<file path="config.mk">
export PLATFORM = sky130hd
export DESIGN_NAME = mjb_front
export DESIGN_NICKNAME = d
export VERILOG_FILES = /design/src/hw/rtl/monitor_jitter_buffer_mixer_macros.svh /design/src/hw/rtl/mjb_pkg.sv /design/src/hw/rtl/mjb_front.sv
export SDC_FILE = /design/constraint.sdc
export NUM_CORES = 2
export LEC_CHECK = 0
export BUFFER_PORTS_ARGS = -buffer_cell sky130_fd_sc_hd__buf_2
export CORE_ASPECT_RATIO = 0.5
export CORE_UTILIZATION = 25
export CTS_CLUSTER_SIZE = 25
export DETAILED_ROUTE_END_ITERATION = 7
export PLACE_DENSITY = 0.48
export SLEW_MARGIN = 20
export SYNTH_ARGS = -nofsm -noshare
export SYNTH_HDL_FRONTEND = slang
export SYNTH_SLANG_ARGS = --single-unit
export TNS_END_PERCENT = 50
</file>
<file path="constraint.sdc">
create_clock -name clk_i -period 5.65 [get_ports clk_i]
set_clock_uncertainty 0.15 [all_clocks]
set_input_delay 0.565 -clock clk_i [delete_from_list [all_inputs] [get_ports clk_i]]
set_output_delay 0.565 -clock clk_i [all_outputs]
set_load 0.005 [all_outputs]
</file>
<file path="src/hw/rtl/monitor_jitter_buffer_mixer_macros.svh">
// ----------------------------------------------------------------------------
// Monitor jitter buffer mixer: assertion macros
// Shared property wrappers, clocked on clk_i and disabled while in reset.
// ----------------------------------------------------------------------------
`ifndef MONITOR_JITTER_BUFFER_MIXER_MACROS_SVH
`define MONITOR_JITTER_BUFFER_MIXER_MACROS_SVH

// Same-cycle implication
`define MJB_ASSERT_IMP(lbl, ante, cons, msg) \
  lbl: assert property (@(posedge clk_i) disable iff (!rst_ni) (ante) |-> (cons)) \
    else $error(msg);

// Next-cycle implication
`define MJB_ASSERT_NXT(lbl, ante, cons, msg) \
  lbl: assert property (@(posedge clk_i) disable iff (!rst_ni) (ante) |=> (cons)) \
    else $error(msg);

`endif

</file>
<file path="src/hw/rtl/mjb_pkg.sv">
// ----------------------------------------------------------------------------
// mjb_pkg
// Shared constants, request/result types and arithmetic helpers.
// ----------------------------------------------------------------------------
package mjb_pkg;

  // Ring geometry
  localparam int RING_DEPTH = 16384;
  localparam int AW         = $clog2(RING_DEPTH);
  localparam int PW         = $clog2(2 * RING_DEPTH);
  localparam int HALF       = RING_DEPTH / 2;
  localparam int CW         = $clog2(HALF + 1);
  localparam int MW         = (CW > 15) ? CW : 15;

  localparam logic [PW:0]   SPAN_W  = (PW + 1)'(2 * RING_DEPTH);
  localparam logic [PW-1:0] DEPTH_P = PW'(RING_DEPTH);

  // Queue depths (powers of two)
  localparam int QDEPTH   = 4;
  localparam int QAW      = $clog2(QDEPTH);
  localparam int QCW      = $clog2(QDEPTH + 1);
  localparam int OQ_DEPTH = 4;
  localparam int OQAW     = $clog2(OQ_DEPTH);
  localparam int OQCW     = $clog2(OQ_DEPTH + 1);

  // Gain unity in Q2.14
  localparam logic [14:0] GAIN_UNITY = 15'd16384;

  typedef enum logic {
    OP_PUSH = 1'b0,
    OP_PULL = 1'b1
  } op_e;

  // Configuration register indexes
  localparam logic [2:0] CFG_MONITOR_GAIN = 3'd0;
  localparam logic [2:0] CFG_BOARD_GAIN   = 3'd1;
  localparam logic [2:0] CFG_DUCK_GAIN    = 3'd2;
  localparam logic [2:0] CFG_DUCK_EN      = 3'd3;
  localparam logic [2:0] CFG_LOOPBACK_EN  = 3'd4;

  typedef struct packed {
    logic [14:0] monitor_gain;
    logic [14:0] board_gain;
    logic [14:0] duck_gain;
    logic        duck_enable;
    logic        loopback_enable;
  } cfg_t;

  // Classified request between front and back
  typedef struct packed {
    op_e                op;
    logic signed [15:0] sample;
    logic               block_start;
    logic [CW-1:0]      cushion;
  } entry_t;

  typedef struct packed {
    op_e                kind;
    logic signed [15:0] sample;
    logic               overflow;
    logic               underflow;
    logic [14:0]        fill;
  } result_t;

  // Round a Q.29 value to Q1.15 (half up) and saturate
  function automatic logic signed [15:0] round_sat(input logic signed [32:0] v);
    logic signed [32:0] q;
    q = (v + 33'sd8192) >>> 14;
    if (q > 33'sd32767) begin
      return 16'sh7fff;
    end else if (q < -33'sd32768) begin
      return 16'sh8000;
    end else begin
      return q[15:0];
    end
  endfunction

  // Pointer arithmetic modulo twice the ring depth
  function automatic logic [PW-1:0] ptr_add(input logic [PW-1:0] a, input logic [PW-1:0] b);
    logic [PW:0] s;
    s = {1'b0, a} + {1'b0, b};
    if (s >= SPAN_W) begin
      s = s - SPAN_W;
    end
    return s[PW-1:0];
  endfunction

  function automatic logic [PW-1:0] ptr_sub(input logic [PW-1:0] a, input logic [PW-1:0] b);
    logic [PW:0] s;
    s = {1'b0, a} - {1'b0, b};
    if (a < b) begin
      s = s + SPAN_W;
    end
    return s[PW-1:0];
  endfunction

  // Ring slot of a pointer
  function automatic logic [AW-1:0] ptr_idx(input logic [PW-1:0] p);
    logic [PW-1:0] d;
    d = (p >= DEPTH_P) ? (p - DEPTH_P) : p;
    return d[AW-1:0];
  endfunction

endpackage

</file>
<file path="src/hw/rtl/mjb_front.sv">
// ----------------------------------------------------------------------------
// mjb_front
// Accepts requests, forms the push mix and the pull cushion, feeds the queue.
// ----------------------------------------------------------------------------
module mjb_front (
  input  logic                 clk_i,
  input  logic                 rst_ni,
  input  mjb_pkg::cfg_t        cfg_i,
  input  logic                 in_valid_i,
  output logic                 in_ready_o,
  input  logic                 opcode_i,
  input  logic signed [15:0]   voice_sample_i,
  input  logic signed [15:0]   board_sample_i,
  input  logic                 board_active_i,
  input  logic                 block_start_i,
  input  logic [12:0]          block_len_i,
  input  logic [mjb_pkg::QCW-1:0] q_count_i,
  output logic                 q_wr_o,
  output mjb_pkg::entry_t      q_data_o
);
  import mjb_pkg::*;

  logic                 acc;
  logic [14:0]          vgain;
  logic signed [31:0]   pv_d;
  logic signed [31:0]   pb_d;
  logic [14:0]          len3;
  logic [CW-1:0]        cush_d;
  logic                 f1_v_q;
  op_e                  f1_op_q;
  logic                 f1_bs_q;
  logic [CW-1:0]        f1_cush_q;
  logic signed [31:0]   f1_pv_q;
  logic signed [31:0]   f1_pb_q;
  logic signed [32:0]   sum;

  // Credit: queue plus the stage in flight must fit
  assign in_ready_o = ({1'b0, q_count_i} + (QCW + 1)'(f1_v_q)) < (QCW + 1)'(QDEPTH);
  assign acc        = in_valid_i && in_ready_o;

  // Voice gain: ducked, unity, or muted without loopback
  always_comb begin
    if (!cfg_i.loopback_enable) begin
      vgain = '0;
    end else if (cfg_i.duck_enable && board_active_i) begin
      vgain = cfg_i.duck_gain;
    end else begin
      vgain = GAIN_UNITY;
    end
  end

  assign pv_d = voice_sample_i * $signed({1'b0, vgain});
  assign pb_d = board_sample_i * $signed({1'b0, cfg_i.board_gain});

  // Cushion = min(3 * block length, half the ring)
  assign len3   = {2'b00, block_len_i} + {1'b0, block_len_i, 1'b0};
  assign cush_d = (MW'(len3) < MW'(HALF)) ? CW'(len3) : CW'(HALF);

  // Stage 1: products and classification
  always_ff @(posedge clk_i or negedge rst_ni) begin
    if (!rst_ni) begin
      f1_v_q <= 1'b0;
    end else begin
      f1_v_q <= acc;
    end
  end

  always_ff @(posedge clk_i) begin
    if (acc) begin
      f1_op_q   <= op_e'(opcode_i);
      f1_bs_q   <= block_start_i;
      f1_cush_q <= cush_d;
      f1_pv_q   <= pv_d;
      f1_pb_q   <= pb_d;
    end
  end

  // Sum, round and saturate into the queue
  assign sum = $signed({f1_pv_q[31], f1_pv_q}) + $signed({f1_pb_q[31], f1_pb_q});

  always_comb begin
    q_wr_o               = f1_v_q;
    q_data_o.op          = f1_op_q;
    q_data_o.sample      = round_sat(sum);
    q_data_o.block_start = f1_bs_q;
    q_data_o.cushion     = f1_cush_q;
  end

endmodule

</file>
# Word level (Yosys, flattened, before mapping)
# Index checks and enable logic that the tools add are counted.
op_classes:
  add_sub_neg: 4
  mul: 2
  magnitude_cmp: 4
  muxes: 4
  n_reduce_logical: 2
ops:
  columns: ["op", "count"]
  rows:
  - ["$mul A16 B16 Y32", 2]
  - ["$add A32 B32 Y33", 1]
  - ["$add A33 B15 Y33 const B", 1]
  - ["$mux W16", 2]
  - ["$mux W15", 2]
  - ["$gt A19 B16 Y1 const B", 1]
  - ["$lt A19 B16 Y1 const B", 1]
  - ["$add A13 B14 Y15", 1]
  - ["$lt A15 B14 Y1 const B", 1]
  - ["$add A3 B1 Y4", 1]
  - ["$lt A4 B3 Y1 const B", 1]
  - ["$logic_and A1 B1 Y1", 2]
word_totals:
  reg_bits: 81
  in_bits: 101
  output_inout_bits: 34
  word_cells: 22

# Logic depth before layout (Yosys ltp)
depth:
  ltp_word: 5
  depth_mapped: 28
  mapped_depth_nobuf: 27

# Worst setup path after synthesis
# No wires, ideal clock.
synth_path:
  path_kind: "input to register"
  from: "input port cfg_i[1] in the netlist's numbering"
  to: "register f1_pv_q[31] (data pin)"
  setup_time_ps: 260
  arrival_ps: 6639
  required_time_ps: 5240
  setup_slack_ps: -1399
  path_stages: 25
  n_path_buf: 2
  path_cell_list: "and3_1 clkbuf_1 and2_0 clkbuf_1 nand2_1 fa_1 fa_1 fa_1 inv_1 fa_1 fa_1 inv_1 fa_1 inv_1 ha_1 a21o_1 a21oi_1 o21a_1 o221a_2 o31ai_1 o221a_2 o41ai_2 o2111ai_1 a21oi_1 xnor2_1"
synth_via:
  elab_chain_len: 4
synth_lines:
  columns: ["item", "line", "text"]
  rows:
  - ["start, declared", "mjb_front.sv:8", "input mjb_pkg::cfg_t cfg_i,"]
  - ["$logic_and A1 B1 Y1", "mjb_front.sv:45", "end else if (cfg_i.duck_enable && board_active_i) begin"]
  - ["$mux W15", "mjb_front.sv:45", null]
  - ["$mux W15", "mjb_front.sv:43", "if (!cfg_i.loopback_enable) begin"]
  - ["$mul A16 B16 Y32", "mjb_front.sv:52", "assign pv_d = voice_sample_i * $signed({1'b0, vgain});"]
  - ["via pv_d[31]", "mjb_front.sv:25", "logic signed [31:0] pv_d;"]
  - ["end signal, assigned", "mjb_front.sv:73", "f1_pv_q <= pv_d;"]
  - ["end, declared", "mjb_front.sv:33", "logic signed [31:0] f1_pv_q;"]
# The timed path passes the listed nets, and every way through them passes these cells.
# A chain may end at the register's enable or synchronous reset.

# Worst setup path after layout
layout_path:
  from: "input port cfg_i[0] in the netlist's numbering"
  to: "register f1_pv_q[28] (data pin)"
layout_via:
  elab_chain_len: 2
layout_lines:
  columns: ["item", "line"]
  rows:
  - ["$mux W15", "mjb_front.sv:43"]
  - ["$mul A16 B16 Y32", "mjb_front.sv:52"]
  - ["via pv_d[28]", "mjb_front.sv:25"]
# The timed path passes the listed nets, and every way through them passes these cells.

==> results by group <==
Synthesis
  – Sequential fraction of the synthesis area: 10.4%
  – Synth warn: 0
  – Syn nets: 3,279
  – Synthesized area: ~23,000 sq um
  – Unique masters post-synth: 60
  – Post-synth top area share: 42.3%
  – Cell count after synthesis: around 2,400
  – Area leader, netlist: fa_1
  – Most frequent cell after synthesis: inv_1
  – Asr flop ratio synth: under 10%
  – Post-synth EDFFs: 80
  – Syn_area_per_cell: between 9 and 10 sq um
  – Number of synthesized register bits: just over 80
  – Post-synth top cells: inv_1 (579), fa_1 (493), nand2_1 (286)
  – Ys flop type: edfxtp_1
  – Top post-synthesis cells by area: fa_1 (42%), ha_1 (13%), edfxtp_1 (10%)

Worst setup path
  – Most used cell, CP: fa_1
  – Worst path slowest cell: fa_1
  – Crit start category: input pin
  – Worst setup EP type: register
  – Crit-path max FO: 5
  – Largest stage delay, worst path: between 500 and 600 ps
  – CP Class: in -> reg
  – Worst EP arrival: ~6400 ps
  – Crit path required time: between 5000 and 6000 ps

Route
  – DRC: 0
  – Drt first pass iters: 5
  – Final WL: a little under 60 mm
  – Routed vias/inst: roughly 4.2
  – Vias: approximately 17,000
  – DRT antenna net count: 0
  – Detail-routed net length per standard cell: about 14 microns
  – DRT iter0 DRCs: 800

Place
  – DP HPWL: between 50 and 60 mm
  – Placed cell areas: ~28,000 sq um
  – RePlAce Congestion: between 0.8 and 0.9
  – Port Buf Inserts: approximately 120

Power
  – Peak VDD IR: between 800 and 900 uV
  – Clk pwr share: under 10%
  – Pwr dens: 628 nW/um^2
  – Logic gate share of total power: around 89%
  – Cell Int Power: roughly 10 mW
  – Switching part of the total: a little under half
  – Reg power frac: under 10%
  – Leak: 14.9 nW
  – NetSw: roughly 8.4 mW

Timing
  – RSZ-0062 raised after global routing: yes
  – Final period utilization: 115%
  – Final setup viols: 29
  – Fin worst setup slack: -820 ps
  – Worst Tran Pin Value: about 1100 ps
  – Fin crit period: 6470 ps
  – Endpoints failing hold: 0
  – Fmax: around 150 MHz
  – Slew HR: between 20% and 30%
  – Slew Viols, Final: 0
  – Fin Hold WS: 256 ps

Floorplan
  – Starting Density: between 20% and 30%
  – Row cnt: 78
  – Die width: about 430 microns
  – Chip height: around 220 microns
  – Core area: ~92,000 sq um
  – # IOs: 135
  – Die area: approximately 95,000 sq um

GRT
  – Total grt overflow: 0
  – GRT Resource Usage Total: between 10% and 20%
  – First-pass GRT wire length: roughly 100 mm
  – Initial antenna violation count: 0
  – Number of global-route vias before repair: approximately 19,000
  – Pin count of the biggest net entering global routing: 82

Final layout
  – Layout area overhead: 26.9%
  – # nets final: between 3,000 and 4,000
  – Final Cell Area: between 20,000 and 30,000 sq um
  – Layout cells sized above 1: approximately a quarter
  – Antenna diode count: 0

Clock tree
  – Total CTS buffers: 9
  – Htree depth: 3
  – Clock latency on the worst-skew pair: 340 ps
  – Clock sinks: between 80 and 90
  – Clk root buf: clkbuf_16
  – Clock-pin slew on the worst setup and hold paths: 60 ps
  – Clock Tree Buf Depth: 2
  – TritonCTS clock tree: done

Run status
  – Status: finished with violations
  – Violated checks: negative setup slack

Worst hold path
  – Worst min path class: in -> reg

Flow run
  – Max Cap Viol: 0
[kinds of logic (layout without fill, tap and decap cells)]
kind of cell    after synthesis  count (layout)  share of synthesized area, %
flops                        81              81                          10.4
xor+xnor                     94              94                          3.53
fa+ha+maj                   732             732                          55.1
compound gates              212             212                          6.10
buf+inv                     663            1084                          10.7
simple gates                664             666                          14.2
[stage by stage]
stage / power (mW) / std cells / utilization [%] / setup TNS (ps) / worst slack, ps
5_1_grt: 20.7 / 4109 / 32.4 / -18120 / -1070
3_5_place_dp: 16.6 / 4058 / 30.8 / -32130 / -1400
2_1_floorplan: 11.1 / 2446 / - / -11870 / -942
3_3_place_gp: 16.6 / 4058 / 30.8 / -31650 / -1340
4_1_cts: 18.2 / 4102 / 32.0 / -11280 / -812
6_report: 18.6 / 4109 / 32.4 / -11570 / -820
[what timing repair did]
action                                  4_1_cts  5_1_grt
pin swaps                                   103       45
gates resized for setup                     147       60
endpoints found under the setup margin       38       39
gates cloned                                  5        1
hold buffers                                  1        0
hold endpoints to repair                      1        0
buffers inserted                             23        5
[power by group through the flow]
| stage | logic [mW] | registers, mW | clock network (mW) |
|---|---|---|---|
| finish | 16.6 | 1.43 | 0.612 |
| global route | 18.6 | 1.44 | 0.652 |
| CTS | 16.2 | 1.43 | 0.629 |
| detailed placement | 15.1 | 1.44 | 0 |
| global placement | 15.1 | 1.44 | 0 |
| floorplan | 9.73 | 1.41 | 0 |
[layer usage]
| metal | track usage, % | vias to the layer above | share of wire (%) |
|---|---|---|---|
| met5 | 0 | - | 0 |
| met1 | 17.8 | 8595 | 48 |
| met3 | 1.09 | 46 | 2.3 |
| met2 | 21.3 | 217 | 48 |
| met4 | 2.62 | 0 | 1.7 |
| li1 | - | 8345 | - |
[worst paths after layout]
path                                from     endpoint  slack (ps)  depth (start not counted)
worst max-delay path            cfg_i[0]  f1_pv_q[28]        -820                         26
worst min-delay path            opcode_i      f1_op_q         260                          1
worst max register to register    q_wr_o  f1_pv_q[31]        3740                          3
worst min register to register    q_wr_o       q_wr_o         710                          2
max in group asynchronous         rst_ni       q_wr_o        4900                          2
min in group asynchronous         rst_ni       q_wr_o         370                          2
[cell usage in the layout, fill, tap and decap left out, types with 20 or more instances in the layout]
master and n:
buf_2 91, fa_2 21, xor2_1 28, nand2_1 265, edfxtp_1 80, and3_1 106
inv_1 561, buf_6 29, xnor2_1 63, buf_4 340, nor2_1 37, fa_1 472
o21ai_0 25, a21oi_1 47, and2_1 121, a21o_1 20, nand3_1 23, ha_1 217
[flip-flops by register name (all words and copies together) (netlist names)]
signal     cells
q_wr_o         1
f1_pv_q       32
f1_pb_q       32
f1_bs_q        1
f1_cush_q     14
f1_op_q        1
[worst max-delay path, delay by kind of cell]
kind | cells | cell delay (ps)
adder cells (fa/ha/maj) | 7 | 3350
AND/OR/NAND/NOR | 6 | 1240
AO/OA/AOI/OAI | 5 | 590
buffers and inverters | 8 | 680
[area by class of cell]
class | instances | area, sq um
fillers | 9566 | 61900
multi-input cells | 1704 | 19300
repair buffers | 489 | 3890
flip-flops and latches | 81 | 2430
inverters | 579 | 2170
well taps | 1240 | 1550
clock buffers | 10 | 229
clock inverters | 6 | 82.6
Power figures use the tool's default switching activity.
