==> src/hw/rtl/monitor_jitter_buffer_mixer_macros.svh <==
// ----------------------------------------------------------------------------
// Monitor jitter buffer mixer: assertion macros
// Shared property wrappers, clocked on clk_i and disabled while in reset.
// ----------------------------------------------------------------------------
`ifndef MONITOR_JITTER_BUFFER_MIXER_MACROS_SVH
`define MONITOR_JITTER_BUFFER_MIXER_MACROS_SVH

// Same-cycle implication
`define MJB_ASSERT_IMP(lbl, ante, cons, msg) \
  lbl: assert property (@(posedge clk_i) disable iff (!rst_ni) (ante) |-> (cons)) \
    else $error(msg);

// Next-cycle implication
`define MJB_ASSERT_NXT(lbl, ante, cons, msg) \
  lbl: assert property (@(posedge clk_i) disable iff (!rst_ni) (ante) |=> (cons)) \
    else $error(msg);

`endif

==> src/hw/rtl/mjb_pkg.sv <==
// ----------------------------------------------------------------------------
// mjb_pkg
// Shared constants, request/result types and arithmetic helpers.
// ----------------------------------------------------------------------------
package mjb_pkg;

  // Ring geometry
  localparam int RING_DEPTH = 16384;
  localparam int AW         = $clog2(RING_DEPTH);
  localparam int PW         = $clog2(2 * RING_DEPTH);
  localparam int HALF       = RING_DEPTH / 2;
  localparam int CW         = $clog2(HALF + 1);
  localparam int MW         = (CW > 15) ? CW : 15;

  localparam logic [PW:0]   SPAN_W  = (PW + 1)'(2 * RING_DEPTH);
  localparam logic [PW-1:0] DEPTH_P = PW'(RING_DEPTH);

  // Queue depths (powers of two)
  localparam int QDEPTH   = 4;
  localparam int QAW      = $clog2(QDEPTH);
  localparam int QCW      = $clog2(QDEPTH + 1);
  localparam int OQ_DEPTH = 4;
  localparam int OQAW     = $clog2(OQ_DEPTH);
  localparam int OQCW     = $clog2(OQ_DEPTH + 1);

  // Gain unity in Q2.14
  localparam logic [14:0] GAIN_UNITY = 15'd16384;

  typedef enum logic {
    OP_PUSH = 1'b0,
    OP_PULL = 1'b1
  } op_e;

  // Configuration register indexes
  localparam logic [2:0] CFG_MONITOR_GAIN = 3'd0;
  localparam logic [2:0] CFG_BOARD_GAIN   = 3'd1;
  localparam logic [2:0] CFG_DUCK_GAIN    = 3'd2;
  localparam logic [2:0] CFG_DUCK_EN      = 3'd3;
  localparam logic [2:0] CFG_LOOPBACK_EN  = 3'd4;

  typedef struct packed {
    logic [14:0] monitor_gain;
    logic [14:0] board_gain;
    logic [14:0] duck_gain;
    logic        duck_enable;
    logic        loopback_enable;
  } cfg_t;

  // Classified request between front and back
  typedef struct packed {
    op_e                op;
    logic signed [15:0] sample;
    logic               block_start;
    logic [CW-1:0]      cushion;
  } entry_t;

  typedef struct packed {
    op_e                kind;
    logic signed [15:0] sample;
    logic               overflow;
    logic               underflow;
    logic [14:0]        fill;
  } result_t;

  // Round a Q.29 value to Q1.15 (half up) and saturate
  function automatic logic signed [15:0] round_sat(input logic signed [32:0] v);
    logic signed [32:0] q;
    q = (v + 33'sd8192) >>> 14;
    if (q > 33'sd32767) begin
      return 16'sh7fff;
    end else if (q < -33'sd32768) begin
      return 16'sh8000;
    end else begin
      return q[15:0];
    end
  endfunction

  // Pointer arithmetic modulo twice the ring depth
  function automatic logic [PW-1:0] ptr_add(input logic [PW-1:0] a, input logic [PW-1:0] b);
    logic [PW:0] s;
    s = {1'b0, a} + {1'b0, b};
    if (s >= SPAN_W) begin
      s = s - SPAN_W;
    end
    return s[PW-1:0];
  endfunction

  function automatic logic [PW-1:0] ptr_sub(input logic [PW-1:0] a, input logic [PW-1:0] b);
    logic [PW:0] s;
    s = {1'b0, a} - {1'b0, b};
    if (a < b) begin
      s = s + SPAN_W;
    end
    return s[PW-1:0];
  endfunction

  // Ring slot of a pointer
  function automatic logic [AW-1:0] ptr_idx(input logic [PW-1:0] p);
    logic [PW-1:0] d;
    d = (p >= DEPTH_P) ? (p - DEPTH_P) : p;
    return d[AW-1:0];
  endfunction

endpackage

==> src/hw/rtl/mjb_queue.sv <==
// ----------------------------------------------------------------------------
// mjb_queue
// Short request queue that decouples the front from the back.
// ----------------------------------------------------------------------------
module mjb_queue (
  input  logic                    clk_i,
  input  logic                    rst_ni,
  input  logic                    wr_i,
  input  mjb_pkg::entry_t         wr_data_i,
  input  logic                    rd_i,
  output logic                    rd_valid_o,
  output mjb_pkg::entry_t         rd_data_o,
  output logic [mjb_pkg::QCW-1:0] count_o
);
  import mjb_pkg::*;

  entry_t          slot_q [QDEPTH];
  logic [QAW-1:0]  wp_q;
  logic [QAW-1:0]  rp_q;
  logic [QCW-1:0]  cnt_q;
  logic [QCW-1:0]  cnt_d;

  assign rd_valid_o = (cnt_q != '0);
  assign rd_data_o  = slot_q[rp_q];
  assign count_o    = cnt_q;

  always_comb begin
    cnt_d = cnt_q;
    if (wr_i && !rd_i) begin
      cnt_d = cnt_q + QCW'(1);
    end else if (rd_i && !wr_i) begin
      cnt_d = cnt_q - QCW'(1);
    end
  end

  // Pointers and fill count
  always_ff @(posedge clk_i or negedge rst_ni) begin
    if (!rst_ni) begin
      wp_q  <= '0;
      rp_q  <= '0;
      cnt_q <= '0;
    end else begin
      if (wr_i) begin
        wp_q <= wp_q + QAW'(1);
      end
      if (rd_i) begin
        rp_q <= rp_q + QAW'(1);
      end
      cnt_q <= cnt_d;
    end
  end

  // Storage
  always_ff @(posedge clk_i) begin
    if (wr_i) begin
      slot_q[wp_q] <= wr_data_i;
    end
  end

endmodule

==> config.mk <==
export PLATFORM = sky130hd
export DESIGN_NAME = mjb_queue
export DESIGN_NICKNAME = d
export VERILOG_FILES = /design/src/hw/rtl/monitor_jitter_buffer_mixer_macros.svh /design/src/hw/rtl/mjb_pkg.sv /design/src/hw/rtl/mjb_queue.sv
export SDC_FILE = /design/constraint.sdc
export NUM_CORES = 1
export LEC_CHECK = 0
export BUFFER_PORTS_ARGS = -buffer_cell sky130_fd_sc_hd__buf_4
export CORE_MARGIN = 5
export CORE_UTILIZATION = 44
export CTS_BUF_LIST = sky130_fd_sc_hd__clkbuf_8
export DETAILED_ROUTE_END_ITERATION = 8
export GPL_ROUTABILITY_DRIVEN = 0
export PLACE_DENSITY_LB_ADDON = 0.3
export SLEW_MARGIN = 20
export SYNTH_ARGS = -nofsm -noshare
export SYNTH_HDL_FRONTEND = slang
export SYNTH_SLANG_ARGS = --single-unit
==> constraint.sdc <==
create_clock -name clk_i -period 5.2 [get_ports clk_i]
set_input_delay 0.52 -clock clk_i [delete_from_list [all_inputs] [get_ports clk_i]]
set_output_delay 0.52 -clock clk_i [all_outputs]
set_load 0.005 [all_outputs]
* Word level (Yosys, flattened, before mapping)
Memory sizes are Yosys's and may differ from the RTL's. Cells that the tools add are included.
Storage, ports and cells: bits in registers 7, memories kept 1, RAM bits 128, word-level logic and storage cells 18
Memories:
- slot_q | words 4, width 32, read ports 1, clocked after memory_dff 0, write ports 1, RTL line mjb_queue.sv:17 | entry_t slot_q [QDEPTH];
Cells by class: add/subtract/negate cells 4, reduce and logical (&&, ||, !) cells 6, muxes and demuxes 4
Operators with widths (count):
- 3-bit 2-to-1 mux | 2
- 2-bit by 1-bit adder with 2-bit output (second input constant) | 2
- 3-bit by 1-bit adder with 3-bit output (second input constant) | 1
- 3-bit nonzero test | 1
- 3-bit by 1-bit subtractor with 3-bit output (second input constant) | 1
- 1-bit logical AND | 2
- 1-bit logical NOT | 2
- 1-bit 2-to-1 mux | 2
- 2-bit nonzero test | 1

* Logic depth before layout (Yosys ltp)
Gate-level depths: netlist of the first run.
depth after elaboration 4, mapped depth 7, depth with buffers taken out 7

* Least setup slack after synthesis of the first run
OpenSTA, ideal clock, no wires.
kind register -> register, start register wp_q[0], end memory slot_q[2][0] (netlist bit) (enable), required time 4808 ps, stages on the path, launching flop included 4, arrival time 1410 ps, slack 3398 ps, path through dfrtp_1 > inv_1 > ha_1 > and2_1
RTL lines:
- start: declaration | RTL line mjb_queue.sv:18 | logic [QAW-1:0] wp_q;
- start signal: assignment | RTL line mjb_queue.sv:44 | wp_q <= wp_q + QAW'(1);
- end: declaration | RTL line mjb_queue.sv:17
Straight into the memory's write port.

==> flow_summary.json, run 1 <==
{
  "status": "finished clean",
  "cpLargestDelayFamily": "flip-flops",
  "nFillCells": 882,
  "detail_route.wl_per_cell_um": 19.32,
  "yosys.cell_types.count": 19,
  "syn_nets": 243,
  "hold_path_class": "in2reg",
  "period_needed_ps": 2837,
  "final_cells": 441,
  "cp_max_fo": 18,
  "cpPeakStageDelay_ps": 710,
  "grt_max_degree": 34,
  "cts_tree": "built",
  "firstDrtPassIters": 4,
  "start_util": 0.4464,
  "cts_root_buf": "clkbuf_8",
  "ctsHtreeMaxLevel": 4,
  "route.detailed.drc": 0,
  "avgViaCountPerCell": 5.113,
  "antenna_found_initial": 0,
  "rsz0062_at_grt": "false",
  "yosys.area.top_type": "edfxtp_1",
  "rows": 39,
  "drv_slew": 0,
  "arrival_ps": 2320,
  "ant_nets": 0,
  "grt_overflow": 0,
  "wl_mm": 8.520,
  "netlist_instances": 201,
  "synthTopCellsByArea": "edfxtp_1 (76%), mux4_2 (12%), dfrtp_1 (3.5%)",
  "path_common_cell": "buf_4",
  "numPortBuffers": 71,
  "cts_max_path_buffers": 2,
  "synth_area_mm2": 0.005054,
  "endpoint_kind": "primary output",
  "post_cts_resized": 0,
  "clkSlewWorstSetupHoldPaths_ps": 70,
  "ys.flop_type": "edfxtp_1",
  "layout-drive-gt1-share": 0.4597,
  "worst_path_max_delay_cell": "dfrtp_2",
  "core_mm2": 0.01132,
  "synth-seq-cells": 135,
  "setup_tns_ps": 0,
  "io_pins": 72,
  "clock_latency_ps": 420,
  "powerDensity_mw_per_mm2": 546.7,
  "synth.yosys.seq_area_share": 0.7952,
  "fp.dieH_um": 117.2,
  "seq_area_mm2": 0.004021,
  "die-area_mm2": 0.01373,
  "design_area_mm2": 0.006121,
  "grt_pass1_wl_mm": 12.98,
  "max_slew_margin": 0.4050,
  "syn_to_final_growth_pct": 21.12,
  "die_w_um": 117.2,
  "nNetsFinal": 327,
  "drv_cap": 0,
  "worst_ir_drop_vdd_mv": 0.2388,
  "fmax_mhz": 352.5,
  "vias": 2255,
  "critPathLaunchType": "flip-flop",
  "dp_cells": 408,
  "required_ps": 4680,
  "reg2reg_slack_ps": 3420,
  "clkSinkCount": 135,
  "async_flop_share": 0.05185,
  "place_area_mm2": 0.005690,
  "cts_inserted_buffers": 17,
  "leakage_uw": 0.002156,
  "synth_edf_count": 128,
  "setup_viol": 0,
  "grt_pass1_vias": 2367,
  "multi_input_area_um2": 934.6,
  "setup.worst_path.class": "reg2out",
  "hold_viol": 0,
  "synth_most_common_cell": "edfxtp_1",
  "crit_chain": "buf_4, mux4_2, buf_4",
  "place_ws_ps": 2709,
  "min_period_over_period": 0.5455,
  "yosysWarningCount": 0,
  "diodes": 0,
  "finalWorstSetupSlack_ps": 2363,
  "netlist_top_cells_count": "edfxtp_1 (128), mux4_2 (28), dfrtp_1 (7)",
  "tightest_slew_ps": 892.4,
  "initialDrtViolationCount": 113,
  "avgSynthCellArea_um2": 25.14,
  "path_buf_inv": 2,
  "post-dp-hpwl_mm": 5.025,
  "synth_top_area_share": 0.7606,
  "skew_ps": 8.203,
  "grtUsageTotal": 0.1339
}
-- final cells by class --
cell class                      count  share of cell area
Inverter                            4            0.002453
Timing Repair Buffer               73             0.08994
Clock inverter                     15             0.03046
Multi-Input combinational cell     54              0.1527
Tap cell                          143             0.02923
Sequential cell                   135              0.6570
Clock buffer                       17             0.03823
-- per-layer routing --
layer,part of all wire,track usage,vias to the layer above,wire length [um]
met5,0,0,-,0
met2,0.50,0.2010,72,4228
li1,-,-,1012,-
met4,0.0082,0.05122,0,70
met3,0.060,0.05039,8,515
met1,0.43,0.1794,1163,3706
-- cells by family (layout without fill, tap and decap cells) --
| group | Yosys count | count (layout) | share of synthesized area |
|---|---|---|---|
| flip-flops | 135 | 135 | 0.7952 |
| AO/OA/AOI/OAI | 1 | 1 | 0.0009894 |
| adder cells (fa/ha/maj) | 6 | 6 | 0.01634 |
| buffers and inverters | 12 | 109 | 0.02080 |
| AND/OR/NAND/NOR | 8 | 8 | 0.008418 |
| multiplexers | 33 | 33 | 0.1478 |
| XOR/XNOR | 6 | 6 | 0.01040 |
-- cell usage in the layout (no fill, tap or decap) --
cell type / instances
and2_2: 4
clkinv_4: 3
dlygate4sd3_1: 1
xor2_1: 4
nor2_1: 1
bufinv_16: 4
mux4_2: 28
mux2_2: 1
nand2_1: 2
fa_1: 1
ha_1: 5
inv_1: 5
or3_1: 1
dfrtp_2: 2
edfxtp_1: 128
buf_4: 72
clkinv_1: 1
o21ai_0: 1
clkbuf_8: 17
dfrtp_1: 5
mux4_1: 4
clkinvlp_4: 1
xnor2_1: 2
clkinv_2: 5
-- path summary, 6_finish.rpt --
kind | startpoint | endpoint | cells past startpoint
max | rp_q[0] | rd_data_o[26] | 3
min | rd_i | rp_q[0] | 2
max reg2reg | wp_q[0] | slot_q[0][1] | 3
min reg2reg | count_o[2] | count_o[2] | 1
max in group asynchronous | rst_ni | rp_q[1] | 2
min in group asynchronous | rst_ni | count_o[2] | 2
-- flip-flops by register name (all words and copies together), names as in the netlist --
register  flops
slot_q      128
count_o       3
wp_q          2
rp_q          2
-- per-stage QoR --
| stage | utilization | total power [uW] | hold slack [ps] |
|---|---|---|---|
| 6_report | 0.5407 | 3346 | 288.6 |
| 3_5_place_dp | 0.5027 | 2511 | 344.8 |
| 3_3_place_gp | 0.5027 | 2494 | 341.0 |
| 5_1_grt | 0.5407 | 3533 | 252.3 |
| 4_1_cts | 0.5407 | 3416 | 256.8 |
| 2_1_floorplan | - | 2104 | 224.4 |
-- where the power goes --
part	internal [uW]	switching [uW]	total [uW]	leakage, uW
clock network	516	385	901	0.000218
logic	518	350	868	0.000683
registers	1430	147	1580	0.00126
-- timing repair --
item | CTS | global route
buffers inserted | 0 | 0
hold endpoints to repair | 7 | 0
hold buffers | 1 | 0
No activity file was read; power rests on OpenSTA's default activity.
==> run 2: changes to the inputs <==
==> constraint.sdc (replaced) <==
create_clock -name clk_i -period 2.9 [get_ports clk_i]
set_input_delay 0.29 -clock clk_i [delete_from_list [all_inputs] [get_ports clk_i]]
set_output_delay 0.29 -clock clk_i [all_outputs]
set_load 0.005 [all_outputs]
==> run 2 against run 1 <==
Against the previous run:
- utilization is 0.15 points lower
- critical path depth stayed put
- sequential cell count stayed put
- first-iteration DRC count is 26% lower
- clock skew is 1.4 ps higher
- worst hold slack worse by 230 ps
- global-route usage hardly changed
- power is 75% higher
- clock power is 59% higher
- critical path type unchanged
- critical endpoint is now rd_data_o[24]
- highest routed layer unchanged
==> flow_summary.json, run 2 (synthesized netlist as in run 1, its figures left out) <==
{
  "swShare": 0.2710,
  "hold_viol": 0,
  "reg2reg_slack_ps": 1120,
  "setup.worst_path.class": "reg2out",
  "required_ps": 2610,
  "path_buf_inv": 2,
  "place_ws_ps": 944.2,
  "period_needed_ps": 2358,
  "grt_max_degree": 34,
  "initialDrtViolationCount": 84,
  "drv_cap": 0,
  "wl_met1_mm": 3.574,
  "cts_inserted_buffers": 17,
  "skew_ps": 9.566,
  "finalWorstSetupSlack_ps": 542.3,
  "ctsHtreeMaxLevel": 4,
  "setup_tns_ps": 0,
  "critPathLaunchType": "flip-flop",
  "cts_max_path_buffers": 2,
  "grt_overflow": 0,
  "p_switching_uw": 1587,
  "crit_chain": "buf_4, mux4_1, buf_4",
  "layout_common_cells": "edfxtp_1 (128), buf_4 (76), mux4_2 (28)",
  "wl_mm": 8.449,
  "arrival_ps": 2070,
  "seqPwrFrac": 0.479,
  "wl_met2_mm": 4.188,
  "rsz0062_at_grt": "false",
  "route.detailed.drc": 0,
  "worstReg2RegEnd": "slot_q[2][10]",
  "drv_slew": 0,
  "grtUsageTotal": 0.1342,
  "place_area_mm2": 0.005720,
  "firstDrtPassIters": 4,
  "worst_ir_drop_vdd_mv": 0.4344,
  "fp.dieH_um": 117.2,
  "path_common_cell": "buf_4",
  "diodes": 0,
  "min_period_over_period": 0.8130,
  "die_w_um": 117.2,
  "numPortBuffers": 71,
  "routed-wl-met3_um": 567,
  "r2r-start": "wp_q[0]",
  "cp-startpoint": "rp_q[0]",
  "fmax_mhz": 424.1,
  "ctsHoldBuffers": 1,
  "max_slew_margin": 0.3937,
  "avgViaCountPerCell": 4.998,
  "routed.top_layer": "met4",
  "cpPeakStageDelay_ps": 600,
  "cts_tree": "built",
  "setup_viol": 0,
  "cts_root_buf": "clkbuf_8",
  "start_util": 0.4464,
  "final_cells": 445,
  "vias": 2224,
  "internal-power_uw": 4268,
  "whs_endpoint": "rp_q[0]",
  "min-delay-start": "rd_i",
  "post_cts_buffers": 0,
  "design_area_mm2": 0.006103,
  "clock_latency_ps": 420,
  "dp_cells": 412,
  "clkSinkCount": 135,
  "antenna_found_initial": 0,
  "status": "finished clean",
  "p_comb_frac": 0.276,
  "hold_depth": 2,
  "pwr-share-clk": 0.245,
  "io_pins": 72,
  "layout-drive-gt1-share": 0.4603,
  "largest_register": "slot_q",
  "post_cts_resized": 0,
  "final_common_cell": "edfxtp_1",
  "largest_reg_flops": 128,
  "syn_to_final_growth_pct": 20.77,
  "tightest_slew_ps": 909.4,
  "core_mm2": 0.01132,
  "rr_worst_depth": 4,
  "leakage_uw": 0.002144,
  "nNetsFinal": 331,
  "grt_pass1_wl_mm": 13.21,
  "clkSlewWorstSetupHoldPaths_ps": 80,
  "ant_nets": 0,
  "endpoint_kind": "primary output",
  "hold_path_class": "in2reg",
  "die-area_mm2": 0.01373,
  "post-dp-hpwl_mm": 5.155,
  "cp_max_fo": 13,
  "detail_route.wl_per_cell_um": 18.99,
  "cpLargestDelayFamily": "flip-flops",
  "worst_path_max_delay_cell": "dfrtp_2",
  "grt_pass1_vias": 2464,
  "powerDensity_mw_per_mm2": 959.3,
  "rows": 39
}
run 2: routing by layer:
metal | vias up | track usage
li1 | 1016 | -
met3 | 11 | 0.04267
met2 | 61 | 0.2104
met1 | 1136 | 0.1733
met5 | - | 0
met4 | 0 | 0.05963
run 2: worst max-delay path by stage:
stage               depth (start not counted)  slack [ps]            end
detailed placement                          3         940  rd_data_o[24]
global route                                3         390  rd_data_o[24]
global placement                            3         980  rd_data_o[24]
finish                                      3         540  rd_data_o[24]
CTS                                         3         460  rd_data_o[24]
floorplan                                   3        1100   slot_q[2][0]
run 2: power groups by stage:
stage	registers (uW)	clock network, uW	logic, uW
2_1_floorplan	2680	0	1090
3_3_place_gp	2830	0	1660
3_5_place_dp	2860	0	1670
4_1_cts	2820	1480	1680
5_1_grt	2860	1560	1780
6_report	2810	1430	1620
run 2: area by class of cell:
cell class              instances  area, um^2
clock buffers                  17       234.0
clock inverters                15       138.9
well taps                     143       178.9
repair buffers                 77       580.6
inverters                       4       15.01
flip-flops and latches        135        4021
multi-input cells              54       934.6
fillers                       894        5218
run 2: per-stage QoR:
| stage | hold WS [ps] | total power, uW | utilization |
|---|---|---|---|
| final | 59.42 | 5855 | 0.5391 |
| after global routing | 39.15 | 6199 | 0.5391 |
| after CTS | 24.48 | 5972 | 0.5391 |
| after detailed placement | 113.0 | 4528 | 0.5053 |
| after global placement | 107.9 | 4490 | 0.5053 |
| after floorplan | -5.591 | 3773 | - |
==> run 3: changes to the inputs <==
==> constraint.sdc (replaced) <==
create_clock -name clk_i -period 2.3 [get_ports clk_i]
set_input_delay 0.23 -clock clk_i [delete_from_list [all_inputs] [get_ports clk_i]]
set_output_delay 0.23 -clock clk_i [all_outputs]
set_load 0.005 [all_outputs]
==> run 3 against run 2 <==
Against the previous run:
- clock skew hardly changed
- clock power grew 22%
- worst setup slack worse by 340 ps
- global-route usage is 0.90 points higher
- utilization is 3.4 points higher
- combinational power grew 44%
- sequential cell count did not move
- final cell count rose by 8.8%
- power increased by 28%
- sequential power increased by 21%
- sequential share of layout area shrank 3.9 points
- count of clock-buffer cells in the layout unchanged
- highest routed layer unchanged
==> flow_summary.json, run 3 (synthesized netlist as in run 1, its figures left out) <==
{
  "clkSinkCount": 135,
  "drv_slew": 0,
  "drv_cap": 0,
  "avgViaCountPerCell": 5.025,
  "clock_latency_ps": 420,
  "hold_depth": 2,
  "leakage_uw": 0.002332,
  "required_ps": 2070,
  "cpLargestDelayFamily": "multiplexers",
  "worst_ir_drop_vdd_mv": 0.5993,
  "crit_chain": "buf_4, mux4_1, buf_4",
  "hold_path_class": "in2reg",
  "setup_viol": 0,
  "nNetsFinal": 371,
  "min-delay-start": "wr_i",
  "final_common_cell": "edfxtp_1",
  "cts_tree": "built",
  "critPathLaunchType": "flip-flop",
  "initialDrtViolationCount": 125,
  "cp_num_cells": 3,
  "powerDensity_mw_per_mm2": 1152,
  "ctsHtreeMaxLevel": 4,
  "nFillCells": 850,
  "cp_max_fo": 15,
  "layout_common_cells": "edfxtp_1 (128), buf_4 (81), dlygate4sd3_1 (34)",
  "worst_path_max_delay_cell": "mux4_1",
  "cts_max_path_buffers": 2,
  "grt_pass1_vias": 2619,
  "tightest_slew_ps": 315.2,
  "fmax_mhz": 477.6,
  "vias": 2432,
  "endpoint_kind": "primary output",
  "status": "finished clean",
  "largest_register": "slot_q",
  "grt_pass1_wl_mm": 13.97,
  "antenna_found_initial": 0,
  "numPortBuffers": 71,
  "core_mm2": 0.01132,
  "post-dp-hpwl_mm": 5.803,
  "ant_nets": 0,
  "detail_route.wl_per_cell_um": 18.70,
  "rsz0062_at_grt": "false",
  "min_period_over_period": 0.9104,
  "syn_to_final_growth_pct": 28.47,
  "place_ws_ps": 647.3,
  "wl_mm": 9.052,
  "die-area_mm2": 0.01373,
  "final_core_util": 0.5735,
  "cpPeakStageDelay_ps": 610,
  "largest_reg_flops": 128,
  "seq_area_mm2": 0.004021,
  "setup_tns_ps": 0,
  "rr_worst_depth": 4,
  "grt_max_degree": 24,
  "cts_root_buf": "clkbuf_8",
  "fp.dieH_um": 117.2,
  "rows": 39,
  "diodes": 0,
  "route.detailed.drc": 0,
  "max_slew_margin": 0.7899,
  "path_common_cell": "buf_4",
  "grt_overflow": 0,
  "total_power_uw": 7479,
  "skew_ps": 9.333,
  "period_needed_ps": 2094,
  "arrival_ps": 1860,
  "start_util": 0.4464,
  "cp-startpoint": "rp_q[0]",
  "die_w_um": 117.2,
  "layout-drive-gt1-share": 0.4223,
  "finalWorstSetupSlack_ps": 206.0,
  "firstDrtPassIters": 4,
  "multi_input_area_um2": 934.6,
  "io_pins": 72,
  "path_buf_inv": 2,
  "cts_inserted_buffers": 17,
  "r2r-start": "wp_q[0]",
  "post_cts_buffers": 0,
  "grtUsageTotal": 0.1433,
  "hold_viol": 0,
  "setup.worst_path.class": "reg2out",
  "clkSlewWorstSetupHoldPaths_ps": 70
}
## run 3: cell count changes in the layout (fill, tap and decap cells not counted)
cell and delta:
dlygate4sd3_1 +33, buf_4 +5, buf_12 +2, clkinv_2 +2
clkinv_4 -2, clkinvlp_4 -2, inv_1 +2, clkinv_1 -1
## run 3: through the flow
| step | hold slack (ps) | std cells | area, um^2 |
|---|---|---|---|
| 2_1_floorplan | -65.59 | 201 | 5054 |
| 3_3_place_gp | 52.40 | 419 | 5798 |
| 3_5_place_dp | 55.97 | 419 | 5798 |
| 4_1_cts | 14.92 | 484 | 6492 |
| 5_1_grt | 29.91 | 484 | 6492 |
| 6_report | 53.84 | 484 | 6492 |
## run 3: final timing paths
path / to / slack [ps]
max in group asynchronous: rp_q[1] / 2000
setup / recovery: rd_data_o[24] / 210
min in group asynchronous: count_o[2] / 160
hold / removal: wp_q[0] / 50
hold reg to reg: count_o[2] / 520
setup reg to reg: slot_q[0][30] / 680
## run 3: routing by layer
layer / global-route usage / share of wire / vias to the layer above
li1: - / - / 1096
met1: 0.1804 / 0.42 / 1252
met2: 0.2296 / 0.51 / 75
met3: 0.05398 / 0.058 / 9
met4: 0.05046 / 0.0083 / 0
met5: 0 / 0 / -
## run 3: area by class of cell
type / count / area share
clock inverters: 14 / 0.01850
clock buffers: 17 / 0.03604
flip-flops and latches: 135 / 0.6194
inverters: 4 / 0.002313
well taps: 143 / 0.02756
multi-input cells: 54 / 0.1440
repair buffers: 117 / 0.1522
## run 3: timing repair
item | in CTS | in global routing
setup endpoints to repair | 0 | 0
gates resized for setup | 0 | 0
hold endpoints to repair | 136 | 0
hold buffers | 34 | 0
## run 3: report_power, final
group / internal, uW / total (uW) / switching (uW)
sequential: 3230 / 3410 / 184
clock: 927 / 1740 / 809
combinational: 1310 / 2330 / 1020
total: 5460 / 7480 / 2020
